## src/hdl/button_press_hold_repeat_detector_defines.svh

```systemverilog
// assertion macros shared by the detector's rtl files
// no dependencies; define NO_ASSERTIONS to compile them out
`ifndef BUTTON_PRESS_HOLD_REPEAT_DETECTOR_DEFINES_SVH
`define BUTTON_PRESS_HOLD_REPEAT_DETECTOR_DEFINES_SVH

`ifndef NO_ASSERTIONS

// same-cycle implication, checked outside reset
`define BPHR_ASSERT_NOW(label, ante, cons, msg) \
	label: assert property (@(posedge clk) disable iff (!arst_n) (ante) |-> (cons)) \
		else $error(msg);

// next-cycle implication, checked outside reset
`define BPHR_ASSERT_NEXT(label, ante, cons, msg) \
	label: assert property (@(posedge clk) disable iff (!arst_n) (ante) |=> (cons)) \
		else $error(msg);

`else

`define BPHR_ASSERT_NOW(label, ante, cons, msg)
`define BPHR_ASSERT_NEXT(label, ante, cons, msg)

`endif

`endif

```

## src/hdl/bphr_pkg.sv

```systemverilog
// shared types and constants for the button press/hold/repeat detector
// no dependencies
`default_nettype none

package bphr_pkg;

	localparam int unsigned TIME_W  = 32;
	localparam int unsigned MS_W    = 8;
	localparam int unsigned EVENT_W = 3;
	localparam int unsigned CFG_IDX_W = 3;
	localparam int unsigned CFG_DATA_W = 8;
	localparam int unsigned S_TDATA_W = 40;
	localparam int unsigned M_TDATA_W = 8;

	typedef enum logic [EVENT_W-1:0] {
		EV_NONE    = 3'd0,
		EV_PRESS   = 3'd1,
		EV_HOLD    = 3'd2,
		EV_REPEAT  = 3'd3,
		EV_RELEASE = 3'd4
	} event_t;

	typedef enum logic [CFG_IDX_W-1:0] {
		REG_ACTIVE_LOW        = 3'd0,
		REG_DEBOUNCE_MS       = 3'd1,
		REG_HOLD_MS           = 3'd2,
		REG_REPEAT_MS         = 3'd3,
		REG_PRESS_BEFORE_HOLD = 3'd4
	} reg_idx_t;

	typedef struct packed {
		logic            active_low;
		logic [MS_W-1:0] debounce_ms;
		logic [MS_W-1:0] hold_ms;
		logic [MS_W-1:0] repeat_ms;
		logic            press_before_hold;
	} cfg_t;

endpackage

`default_nettype wire

```

## src/hdl/bphr_cfg.sv

```systemverilog
// configuration register file of the detector
// depends on bphr_pkg
`default_nettype none

module bphr_cfg
	import bphr_pkg::*;
(
	input  wire logic                  clk,
	input  wire logic                  arst_n,
	input  wire logic                  we,
	input  wire logic [CFG_IDX_W-1:0]  index,
	input  wire logic [CFG_DATA_W-1:0] wdata,
	output cfg_t                       cfg
);

	cfg_t cfg_q;

	always_ff @(posedge clk or negedge arst_n) begin
		if (!arst_n) begin
			cfg_q.active_low        <= 1'b1;
			cfg_q.debounce_ms       <= 8'd50;
			cfg_q.hold_ms           <= 8'd200;
			cfg_q.repeat_ms         <= 8'd100;
			cfg_q.press_before_hold <= 1'b0;
		end else if (we) begin
			unique case (index)
				REG_ACTIVE_LOW:        cfg_q.active_low        <= wdata[0];
				REG_DEBOUNCE_MS:       cfg_q.debounce_ms       <= wdata;
				REG_HOLD_MS:           cfg_q.hold_ms           <= wdata;
				REG_REPEAT_MS:         cfg_q.repeat_ms         <= wdata;
				REG_PRESS_BEFORE_HOLD: cfg_q.press_before_hold <= wdata[0];
				default: ; // unmapped index, write dropped
			endcase
		end
	end

	assign cfg = cfg_q;

endmodule

`default_nettype wire

```

## src/hdl/bphr_core.sv

```systemverilog
// debounce and press/hold/repeat state with its one-step update logic
// depends on bphr_pkg and the assertion macro header
`default_nettype none
`include "button_press_hold_repeat_detector_defines.svh"

module bphr_core
	import bphr_pkg::*;
(
	input  wire logic              clk,
	input  wire logic              arst_n,
	input  wire logic              step,
	input  wire logic              level,
	input  wire logic [TIME_W-1:0] now,
	input  cfg_t                   cfg,
	output event_t                 ev
);

	logic              stable_q, hold_armed_q, in_hold_q, repeat_active_q;
	logic [TIME_W-1:0] change_stamp_q, press_stamp_q, repeat_stamp_q;

	logic              stable_d, hold_armed_d, in_hold_d, repeat_active_d;
	logic [TIME_W-1:0] change_stamp_d, press_stamp_d, repeat_stamp_d;
	event_t            ev_d;

	always_comb begin
		logic              pressed;
		logic [TIME_W-1:0] since_change;
		logic [TIME_W-1:0] since_press;
		logic [TIME_W-1:0] since_repeat;

		pressed         = cfg.active_low ? ~level : level;
		stable_d        = stable_q;
		hold_armed_d    = hold_armed_q;
		in_hold_d       = in_hold_q;
		repeat_active_d = repeat_active_q;
		change_stamp_d  = change_stamp_q;
		press_stamp_d   = press_stamp_q;
		repeat_stamp_d  = repeat_stamp_q;
		ev_d            = EV_NONE;

		// debounce: settle only after a quiet gap longer than debounce_ms
		since_change = now - change_stamp_q;
		if (pressed != stable_q) begin
			if (since_change > {{(TIME_W-MS_W){1'b0}}, cfg.debounce_ms}) begin
				stable_d = pressed;
				if (pressed) begin
					if (cfg.press_before_hold)
						ev_d = EV_PRESS;
					hold_armed_d  = 1'b1;
					press_stamp_d = now;
				end else begin
					if (in_hold_q)
						ev_d = EV_RELEASE;
					else if (!cfg.press_before_hold)
						ev_d = EV_PRESS;
					hold_armed_d    = 1'b0;
					in_hold_d       = 1'b0;
					repeat_active_d = 1'b0;
				end
			end
			change_stamp_d = now;
		end

		// hold and repeat follow the raw pressed flag
		since_press = now - press_stamp_d;
		if (pressed && hold_armed_d &&
		    since_press >= {{(TIME_W-MS_W){1'b0}}, cfg.hold_ms}) begin
			hold_armed_d    = 1'b0;
			in_hold_d       = 1'b1;
			ev_d            = EV_HOLD;
			repeat_stamp_d  = now;
			repeat_active_d = 1'b1;
		end
		since_repeat = now - repeat_stamp_d;
		if (pressed && repeat_active_d &&
		    since_repeat >= {{(TIME_W-MS_W){1'b0}}, cfg.repeat_ms}) begin
			repeat_stamp_d = now;
			ev_d           = EV_REPEAT;
		end
	end

	always_ff @(posedge clk or negedge arst_n) begin
		if (!arst_n) begin
			stable_q        <= 1'b0;
			hold_armed_q    <= 1'b0;
			in_hold_q       <= 1'b0;
			repeat_active_q <= 1'b0;
			change_stamp_q  <= '0;
			press_stamp_q   <= '0;
			repeat_stamp_q  <= '0;
		end else if (step) begin
			stable_q        <= stable_d;
			hold_armed_q    <= hold_armed_d;
			in_hold_q       <= in_hold_d;
			repeat_active_q <= repeat_active_d;
			change_stamp_q  <= change_stamp_d;
			press_stamp_q   <= press_stamp_d;
			repeat_stamp_q  <= repeat_stamp_d;
		end
	end

	assign ev = ev_d;

	// armed and in-hold are phases of one press, never both
	`BPHR_ASSERT_NOW(a_arm_excl_hold, hold_armed_q, !in_hold_q, "armed while in hold")
	// repeats run exactly while the hold phase lasts
	`BPHR_ASSERT_NOW(a_repeat_tracks_hold, 1'b1, repeat_active_q == in_hold_q,
		"repeat flag out of step with hold")
	// a hold start leaves the block in hold
	`BPHR_ASSERT_NEXT(a_hold_enters, step && ev_d == EV_HOLD, in_hold_q && stable_q,
		"hold start did not enter hold")

endmodule

`default_nettype wire

```

## src/hdl/button_press_hold_repeat_detector.sv

```systemverilog
// top level: button debounce with press, hold start, hold repeat and release events
// depends on bphr_pkg, bphr_cfg, bphr_core and the assertion macro header
//
//  channel   dir  handshake          payload (low bit up)
//  s_*       in   s_tvalid/s_tready  s_tdata: pin_level[0], now_ms[32:1], zero [39:33]
//  m_*       out  m_tvalid/m_tready  m_tdata: event_code[2:0], zero [7:3]
//  cfg_*     in   cfg_we             cfg_index selects register, cfg_wdata value
//
// one word per cycle while m_tready is high; each word gives exactly one result word
// each word passes the input register, then the state update and result register
// the debounce/hold/repeat state update is combinational (three 32-bit subtract/compares)
// s_tready stays high while the result register is free or drains in the same cycle
// a stalled m side holds one word in the result register and one in the input register
// arst_n clears valid flags and core state; configuration returns to its power-on values
`default_nettype none
`include "button_press_hold_repeat_detector_defines.svh"

module button_press_hold_repeat_detector
	import bphr_pkg::*;
(
	input  wire logic                  clk,
	input  wire logic                  arst_n,
	// input words
	input  wire logic                  s_tvalid,
	output logic                       s_tready,
	input  wire logic [S_TDATA_W-1:0]  s_tdata,   // pin_level, now_ms, zero pad
	// result words
	output logic                       m_tvalid,
	input  wire logic                  m_tready,
	output logic [M_TDATA_W-1:0]       m_tdata,   // event_code, zero pad
	// configuration writes
	input  wire logic                  cfg_we,
	input  wire logic [CFG_IDX_W-1:0]  cfg_index,
	input  wire logic [CFG_DATA_W-1:0] cfg_wdata
);

	cfg_t cfg;

	// input register
	logic              valid_s1;
	logic              level_s1;
	logic [TIME_W-1:0] now_s1;

	// result register
	logic   out_valid_q;
	event_t event_q;

	logic   advance;
	event_t ev;

	bphr_cfg u_cfg (
		.clk    (clk),
		.arst_n (arst_n),
		.we     (cfg_we),
		.index  (cfg_index),
		.wdata  (cfg_wdata),
		.cfg    (cfg)
	);

	// the staged word moves into the result register when that register is free or drains
	assign advance  = valid_s1 && (!out_valid_q || m_tready);
	assign s_tready = !valid_s1 || advance;

	always_ff @(posedge clk or negedge arst_n) begin
		if (!arst_n) begin
			valid_s1 <= 1'b0;
		end else if (s_tready) begin
			valid_s1 <= s_tvalid;
		end
	end

	always_ff @(posedge clk) begin
		if (s_tready && s_tvalid) begin
			level_s1 <= s_tdata[0];
			now_s1   <= s_tdata[TIME_W:1];
		end
	end

	bphr_core u_core (
		.clk    (clk),
		.arst_n (arst_n),
		.step   (advance),
		.level  (level_s1),
		.now    (now_s1),
		.cfg    (cfg),
		.ev     (ev)
	);

	always_ff @(posedge clk or negedge arst_n) begin
		if (!arst_n) begin
			out_valid_q <= 1'b0;
		end else if (advance) begin
			out_valid_q <= 1'b1;
		end else if (m_tready) begin
			out_valid_q <= 1'b0;
		end
	end

	always_ff @(posedge clk) begin
		if (advance)
			event_q <= ev;
	end

	assign m_tvalid = out_valid_q;
	assign m_tdata  = {{(M_TDATA_W-EVENT_W){1'b0}}, event_q};

	// every staged word that moves lands in the result register
	`BPHR_ASSERT_NEXT(a_advance_lands, advance, out_valid_q, "result word lost")
	// only defined event codes leave the block
	`BPHR_ASSERT_NOW(a_code_range, out_valid_q, event_q <= EV_RELEASE, "bad event code")
	// the input side only stalls while both registers are occupied
	`BPHR_ASSERT_NOW(a_stall_cause, !s_tready, valid_s1 && out_valid_q && !m_tready,
		"input stalled without cause")

endmodule

`default_nettype wire

```

## config.mk

```make
export PLATFORM = sky130hd
export DESIGN_NAME = button_press_hold_repeat_detector
export DESIGN_NICKNAME = d
export VERILOG_FILES = /design/src/hdl/bphr_pkg.sv /design/src/hdl/bphr_cfg.sv /design/src/hdl/bphr_core.sv /design/src/hdl/button_press_hold_repeat_detector.sv
export VERILOG_INCLUDE_DIRS = /design/src /design/src/hdl
export SDC_FILE = /design/constraint.sdc
export NUM_CORES = 1
export LEC_CHECK = 0
export ABC_AREA = 1
export BUFFER_PORTS_ARGS = -buffer_cell sky130_fd_sc_hd__buf_2
export CAP_MARGIN = 20
export CELL_PAD_IN_SITES_DETAIL_PLACEMENT = 0
export CELL_PAD_IN_SITES_GLOBAL_PLACEMENT = 2
export CORE_ASPECT_RATIO = 1.75
export CORE_MARGIN = 4
export CORE_UTILIZATION = 38
export CTS_CLUSTER_DIAMETER = 80
export CTS_CLUSTER_SIZE = 30
export DETAILED_ROUTE_END_ITERATION = 10
export PLACE_DENSITY_LB_ADDON = 0.1
export SLEW_MARGIN = 20
export SYNTH_ARGS = -nofsm -noshare
export SYNTH_HDL_FRONTEND = slang
export SYNTH_HIERARCHICAL = 1
export SYNTH_SLANG_ARGS = --single-unit
```

## constraint.sdc

```tcl
create_clock -name clk -period 28.1 [get_ports clk]
set_input_delay 2.81 -clock clk [delete_from_list [all_inputs] [get_ports clk]]
set_output_delay 2.81 -clock clk [all_outputs]
set_load 0.01 [all_outputs]
```

# Word-level counts from Yosys, hierarchy flattened
# Index checks and enable logic that the tools add are counted.
[word_totals] input_bits=56 reg_bits=164
[classes] muxes=27 order_cmp=3 n_bitwise=3 eq_ne=6 reduce_logical=24 add_sub_neg=3
[ops] op="32-bit 2-to-1 mux" n=5
[ops] op="32-bit subtractor" n=3
[ops] op="32-bit by 8-bit >= comparator with 1-bit output" n=2
[ops] op="32-bit by 8-bit > comparator with 1-bit output" n=1
[ops] op="1-bit 2-to-1 mux" n=18
[ops] op="2-bit AND reduction" n=6
[ops] op="3-bit by 2-bit == test with 1-bit output (second input constant)" n=2
[ops] op="1-bit logical AND" n=6
[ops] op="3-bit 2-to-1 mux" n=2
[ops] op="2-bit nonzero test" n=3
[ops] op="2-bit 2-to-1 mux" n=2
[ops] op="4-bit AND reduction" n=1
[ops] op="4-bit OR reduction" n=1
[ops] op="3-bit by 1-bit == test with 1-bit output (second input constant)" n=1
[ops] op="3-bit == test (second input constant)" n=1
[ops] op="3-bit zero test" n=1
[ops] op="1-bit NOT" n=3
[ops] op="3-bit AND reduction" n=1
[ops] op="1-bit zero test" n=2
[ops] op="1-bit logical OR" n=2
[ops] op="2-bit != test (second input constant)" n=1
[ops] op="2-bit OR reduction" n=1
[ops] op="1-bit != test" n=1

# Depth between registers and ports, before layout
[depth] word_depth=13 ltp_mapped=83

# Modules after synthesis
# Netlist, hierarchy kept.
[by_module_without_submodules] module="bphr_core" cells_each=2041 seq_area_each_um2=2502.4 area_per_inst_um2=12031.5 n_inst=1
[by_module_without_submodules] module="button_press_hold_repeat_detector" cells_each=54 seq_area_each_um2=1131.1 area_per_inst_um2=1217.4 n_inst=1
[by_module_without_submodules] module="bphr_cfg" cells_each=125 seq_area_each_um2=663.1 area_per_inst_um2=1102.3 n_inst=1

# Worst setup path before layout
# No wires, ideal clock.
[synth_timing] path_kind="flip-flop to flip-flop" from="reg now_s1[1]" to="reg event_q[0], data pin" path_stages_with_launch=75 setup_time_ns=0.266 path_buffers=6 arrival_ns=8.999 t_required_ns=27.834 synth_period_minus_slack_ns=9.265 path_slack_ns=18.835 cell_sequence="edfxtp_1 -> inv_1 -> fa_1 -> inv_1 -> nand2_1 -> a21oi_1 -> xor2_1 -> ha_1 -> nand2_1 -> nor2_1 -> nand2_1 -> nand2_1 -> nand2_1 -> nand3_1 -> nor2_1 -> nand2_1 -> nor2_1 -> nand2_1 -> (+39 left out) -> nand3_1 -> nand2_1 -> inv_1 -> xor2_1 -> ha_1 -> a21oi_1 -> o21ai_0 -> nor2_1 -> nand3_1 -> nor2_1 -> nand2_1 -> nor2_1 -> nand2_1 -> nor2_1 -> nand2_2 -> nand2_4 -> buf_6 -> o21ai_1"
[synth_between] elab_chain_cells=11 elab_cells_between_ends=22 cone_classes="add/sub (3); order compare (3); mux (12); reduce/logical (4)"
[synth_lines] item="from (decl)" line="button_press_hold_repeat_detector.sv:42" source="logic [TIME_W-1:0] now_s1;"
[synth_lines] item="from (signal assigned)" line="button_press_hold_repeat_detector.sv:75" source="now_s1 <= s_tdata[TIME_W:1];"
[synth_lines] item="32-bit subtractor" line="bphr_core.sv:42" source="since_change = now - change_stamp_q;"
[synth_lines] item="32-bit by 8-bit > comparator with 1-bit output" line="bphr_core.sv:44" source="if (since_change > {{(TIME_W-MS_W){1'b0}}, cfg.debounce_ms}) begin"
[synth_lines] item="32-bit 2-to-1 mux" line="bphr_core.sv:44"
[synth_lines] item="32-bit 2-to-1 mux" line="bphr_core.sv:43" source="if (pressed != stable_q) begin"
[synth_lines] item="32-bit subtractor" line="bphr_core.sv:65" source="since_press = now - press_stamp_d;"
[synth_lines] item="32-bit by 8-bit >= comparator with 1-bit output" line="bphr_core.sv:67" source="since_press >= {{(TIME_W-MS_W){1'b0}}, cfg.hold_ms}) begin"
[synth_lines] item="1-bit logical AND" line="bphr_core.sv:66" source="if (pressed && hold_armed_d &&"
[synth_lines] item="32-bit 2-to-1 mux" line="bphr_core.sv:66"
[synth_lines] item="32-bit subtractor" line="bphr_core.sv:74" source="since_repeat = now - repeat_stamp_d;"
[synth_lines] item="32-bit by 8-bit >= comparator with 1-bit output" line="bphr_core.sv:76" source="since_repeat >= {{(TIME_W-MS_W){1'b0}}, cfg.repeat_ms}) begin"
[synth_lines] item="1-bit logical AND" line="bphr_core.sv:75" source="if (pressed && repeat_active_d &&"
[synth_lines] item="to (signal assigned)" line="button_press_hold_repeat_detector.sv:101" source="event_q <= ev;"
[synth_lines] item="to (decl)" line="button_press_hold_repeat_detector.sv:46" source="event_t event_q;"
# Several ways; a longest one is shown, not always the timed one.
# A chain may end at the register's enable or synchronous reset.

# Worst setup path after layout
[layout_timing] from="reg now_s1[1]" to="reg event_q[0], data pin"
[layout_between] elab_chain_cells=11 elab_cells_between_ends=22 cone_classes="add/sub (3); order compare (3); mux (12); reduce/logical (4)"
[layout_lines] item="32-bit subtractor" line="bphr_core.sv:42"
[layout_lines] item="32-bit by 8-bit > comparator with 1-bit output" line="bphr_core.sv:44"
[layout_lines] item="32-bit 2-to-1 mux (*)" line="bphr_core.sv:44"
[layout_lines] item="32-bit 2-to-1 mux (*)" line="bphr_core.sv:43"
[layout_lines] item="named net u_core.press_stamp_d[1]" line="bphr_core.sv:22" source="logic [TIME_W-1:0] change_stamp_d, press_stamp_d, repeat_stamp_d;"
[layout_lines] item="32-bit subtractor (*)" line="bphr_core.sv:65"
[layout_lines] item="32-bit by 8-bit >= comparator with 1-bit output (*)" line="bphr_core.sv:67"
[layout_lines] item="1-bit logical AND (*)" line="bphr_core.sv:66"
[layout_lines] item="32-bit 2-to-1 mux" line="bphr_core.sv:66"
[layout_lines] item="32-bit subtractor" line="bphr_core.sv:74"
[layout_lines] item="32-bit by 8-bit >= comparator with 1-bit output" line="bphr_core.sv:76"
[layout_lines] item="1-bit logical AND" line="bphr_core.sv:75"
# The timed path passes the listed nets; every way through them passes the cells marked *.

==> impl_metrics.env <==
export IMPL_outcome="complete, no violations"
export IMPL_worst_setup_path_start_kind="register"
export IMPL_crit_slowest_cell="nand2_4"
export IMPL_yosysSeqAreaShare_pct=29.94
export IMPL_drc=0
export IMPL_die_w_um=154.9
export IMPL_multiInputGateArea_sq_um=8638
export IMPL_critPathMostFrequentCell="nand2_1"
export IMPL_synth_seq_cells=164
export IMPL_synth_largest_area_cell="nand2_1"
export IMPL_initial_core_util_pct=38.66
export IMPL_cts_max_level=4
export IMPL_finalMaxSlewViolations=0
export IMPL_utilization_pct=42.12
export IMPL_drt_iter0_drc=949
export IMPL_coreArea_sq_um=37120
export IMPL_wl_per_cell_um=17.96
export IMPL_seqCellArea_sq_um=4297
export IMPL_dieArea_sq_um=41060
export IMPL_dp_hpwl_mm=40.04
export IMPL_chipHeight_um=265.1
export IMPL_synth_edf_count=36
export IMPL_worstSetupPathType="register to register"
export IMPL_antenna_left=0
export IMPL_antenna_found_initial=0
export IMPL_row_count=93
export IMPL_n_fill_cell=4063
export IMPL_crit_path_end_kind="register"
export IMPL_grt_pass1_wl_mm=76.88
export IMPL_track_usage_pct=24.20
export IMPL_final_nets=2433
export IMPL_synth_common_cells="788 x nand2_1, 308 x inv_1, 170 x nand3_1"
export IMPL_rsz0062_at_grt="no"
export IMPL_worst_ep_arrival_time_ns=12.86
export IMPL_syn_avg_cell_area_sq_um=6.465
export IMPL_ys_warn_count=6
export IMPL_tightest_slew_ns=0.8846
export IMPL_hold_violations=0
export IMPL_max_freq_mhz=78.76
export IMPL_first_global_vias=13590
export IMPL_drtPass1Iterations=6
export IMPL_crit_required_ns=28.27
export IMPL_cp_max_fo=34
export IMPL_netlist_area_sq_um=14350
export IMPL_fin_crit_ns=12.70
export IMPL_yosysMostFrequentCell="nand2_1"
export IMPL_cts_sinks=164
export IMPL_yosysUniqueCellTypes=46
export IMPL_setup_violations=0
export IMPL_post_cts_resized=0
export IMPL_postSynth_asyncResetShare_pct=78.05
export IMPL_io_pins=66
export IMPL_place_gp_congestion=0.9264
export IMPL_maxSlewHeadroom_pct=40.96
export IMPL_powerDensity_nw_per_um2=111.8
export IMPL_hold_path_class="register to register"
export IMPL_clk_path_buf_depth=2
export IMPL_syn2layout_area_growth_pct=8.953
export IMPL_grt_overflow=0
export IMPL_worstSkewPairLatency_ns=0.45
export IMPL_post_cts_buffers=0
export IMPL_synthTopCellsByArea="nand2_1 21%, dfrtp_1 21%, ha_1 10%"
export IMPL_holdBufCountCts=0
export IMPL_tns_ns=0
export IMPL_cpPeakStageDelay_ns=0.60
export IMPL_io_buffer_count=53
export IMPL_synth_ff_type="dfrtp_1"
export IMPL_wirelength_mm=49.28
export IMPL_finalCritPeriodShare_pct=45.18
export IMPL_cts_buffers_inserted=17
export IMPL_maxCapViolCount=0
export IMPL_clkTransAtPathRegs_ns=0.07
export IMPL_ir_worst_vdd_v=0.00004881
export IMPL_drive_gt1_share_pct=7.231
export IMPL_leakagePower_nw=8.229
export IMPL_drt_vias_per_instance=5.084
export IMPL_vias=13950
export IMPL_synth_top_area_share_pct=20.61
export IMPL_fin_skew_ns=0.01094
export IMPL_cts_tree="yes"
export IMPL_report_power_total_mw=1.748
export IMPL_num_antenna_cells=0
export IMPL_grt_max_degree=82
export IMPL_clock_root_buffer="clkbuf_16"
export IMPL_synthCells=2220
## kinds of logic after synthesis
group,Yosys count,share of synthesized area (%)
AND/OR/NAND/NOR,1224,35.97
buffers and inverters,371,10.13
XOR/XNOR,24,1.465
AO/OA/AOI/OAI,314,11.67
adder cells (fa/ha/maj),122,10.79
other,1,0.02613
flip-flops,164,29.94
## final timing paths
check / from / endpoint / slack [ns] / cells past startpoint
worst min-delay path: u_cfg/cfg[22] / u_cfg/cfg[22] / 0.47 / 2
max in group asynchronous: arst_n / u_core/change_stamp_q[20] / 24.60 / 2
worst max-delay path: now_s1[1] / event_q[0] / 15.40 / 72
min in group asynchronous: arst_n / u_cfg/cfg[4] / 2.41 / 1
worst min register to register: u_cfg/cfg[22] / u_cfg/cfg[22] / 0.47 / 2
worst max register to register: now_s1[1] / event_q[0] / 15.40 / 72
## layer usage
layer	wire length, um	track usage [%]	vias to the layer above
met5	0	0	-
met1	19970	28.32	6420
met4	2933	13.59	0
met3	1220	2.019	87
li1	-	-	7174
met2	25150	43.11	265
## worst max-delay path, delay by kind of cell, from the launching register on
family                     cells  cell delay [ns]
DFF                            1             0.53
AOI/OAI and AO/OA             12             1.89
buffers and inverters         10             1.36
and+or+nand+nor               42             6.10
xor gates and xnor gates       2             0.36
adders and majority gates      6             2.08
## report_power, final
| group | internal [mW] | switching [mW] |
|---|---|---|
| Sequential | 0.325 | 0.0572 |
| Combinational | 0.392 | 0.743 |
| Clock | 0.117 | 0.114 |
## through the flow
step	hold WS, ns	setup WS [ns]	cell area, sq um	cells
after floorplan	0.4412	18.83	14370	2224
after global routing	0.4841	14.12	15640	2743
after CTS	0.4677	15.28	15630	2743
final	0.4670	15.40	15640	2743
after global placement	0.4533	15.34	15060	2711
after detailed placement	0.4557	15.36	15060	2711
## final cells by class
cell class / count / area share, %
Multi-Input combinational cell: 1689 / 55.25
Sequential cell: 164 / 27.48
Inverter: 323 / 7.754
Tap cell: 475 / 3.801
Clock buffer: 17 / 2.721
Timing Repair Buffer: 60 / 2.073
Clock inverter: 15 / 0.9282
## layout by cell type (no fill, tap or decap), types with 16 or more instances in the layout
cell type / Yosys / final
clkbuf_16: 0 / 17
edfxtp_1: 36 / 36
nor2_1: 164 / 164
nand4_1: 16 / 16
xor2_1: 16 / 16
buf_2: 4 / 52
inv_1: 308 / 308
nand3_1: 170 / 170
dfrtp_1: 118 / 118
nand3b_1: 23 / 23
nor3_1: 18 / 18
nand2_1: 788 / 787
a21oi_1: 105 / 104
o21ai_0: 168 / 168
ha_1: 119 / 119
## registers in the layout, indices dropped and copies added, names as in the netlist
register / flops
valid_s1: 1
u_core/repeat_stamp_q: 32
u_core/stable_q: 1
now_s1: 32
u_core/change_stamp_q: 32
u_core/in_hold_q: 1
u_cfg/cfg: 26
u_core/hold_armed_q: 1
level_s1: 1
m_tvalid: 1
u_core/repeat_active_q: 1
u_core/press_stamp_q: 32
event_q: 3
No activity file was read; power rests on OpenSTA's default activity.
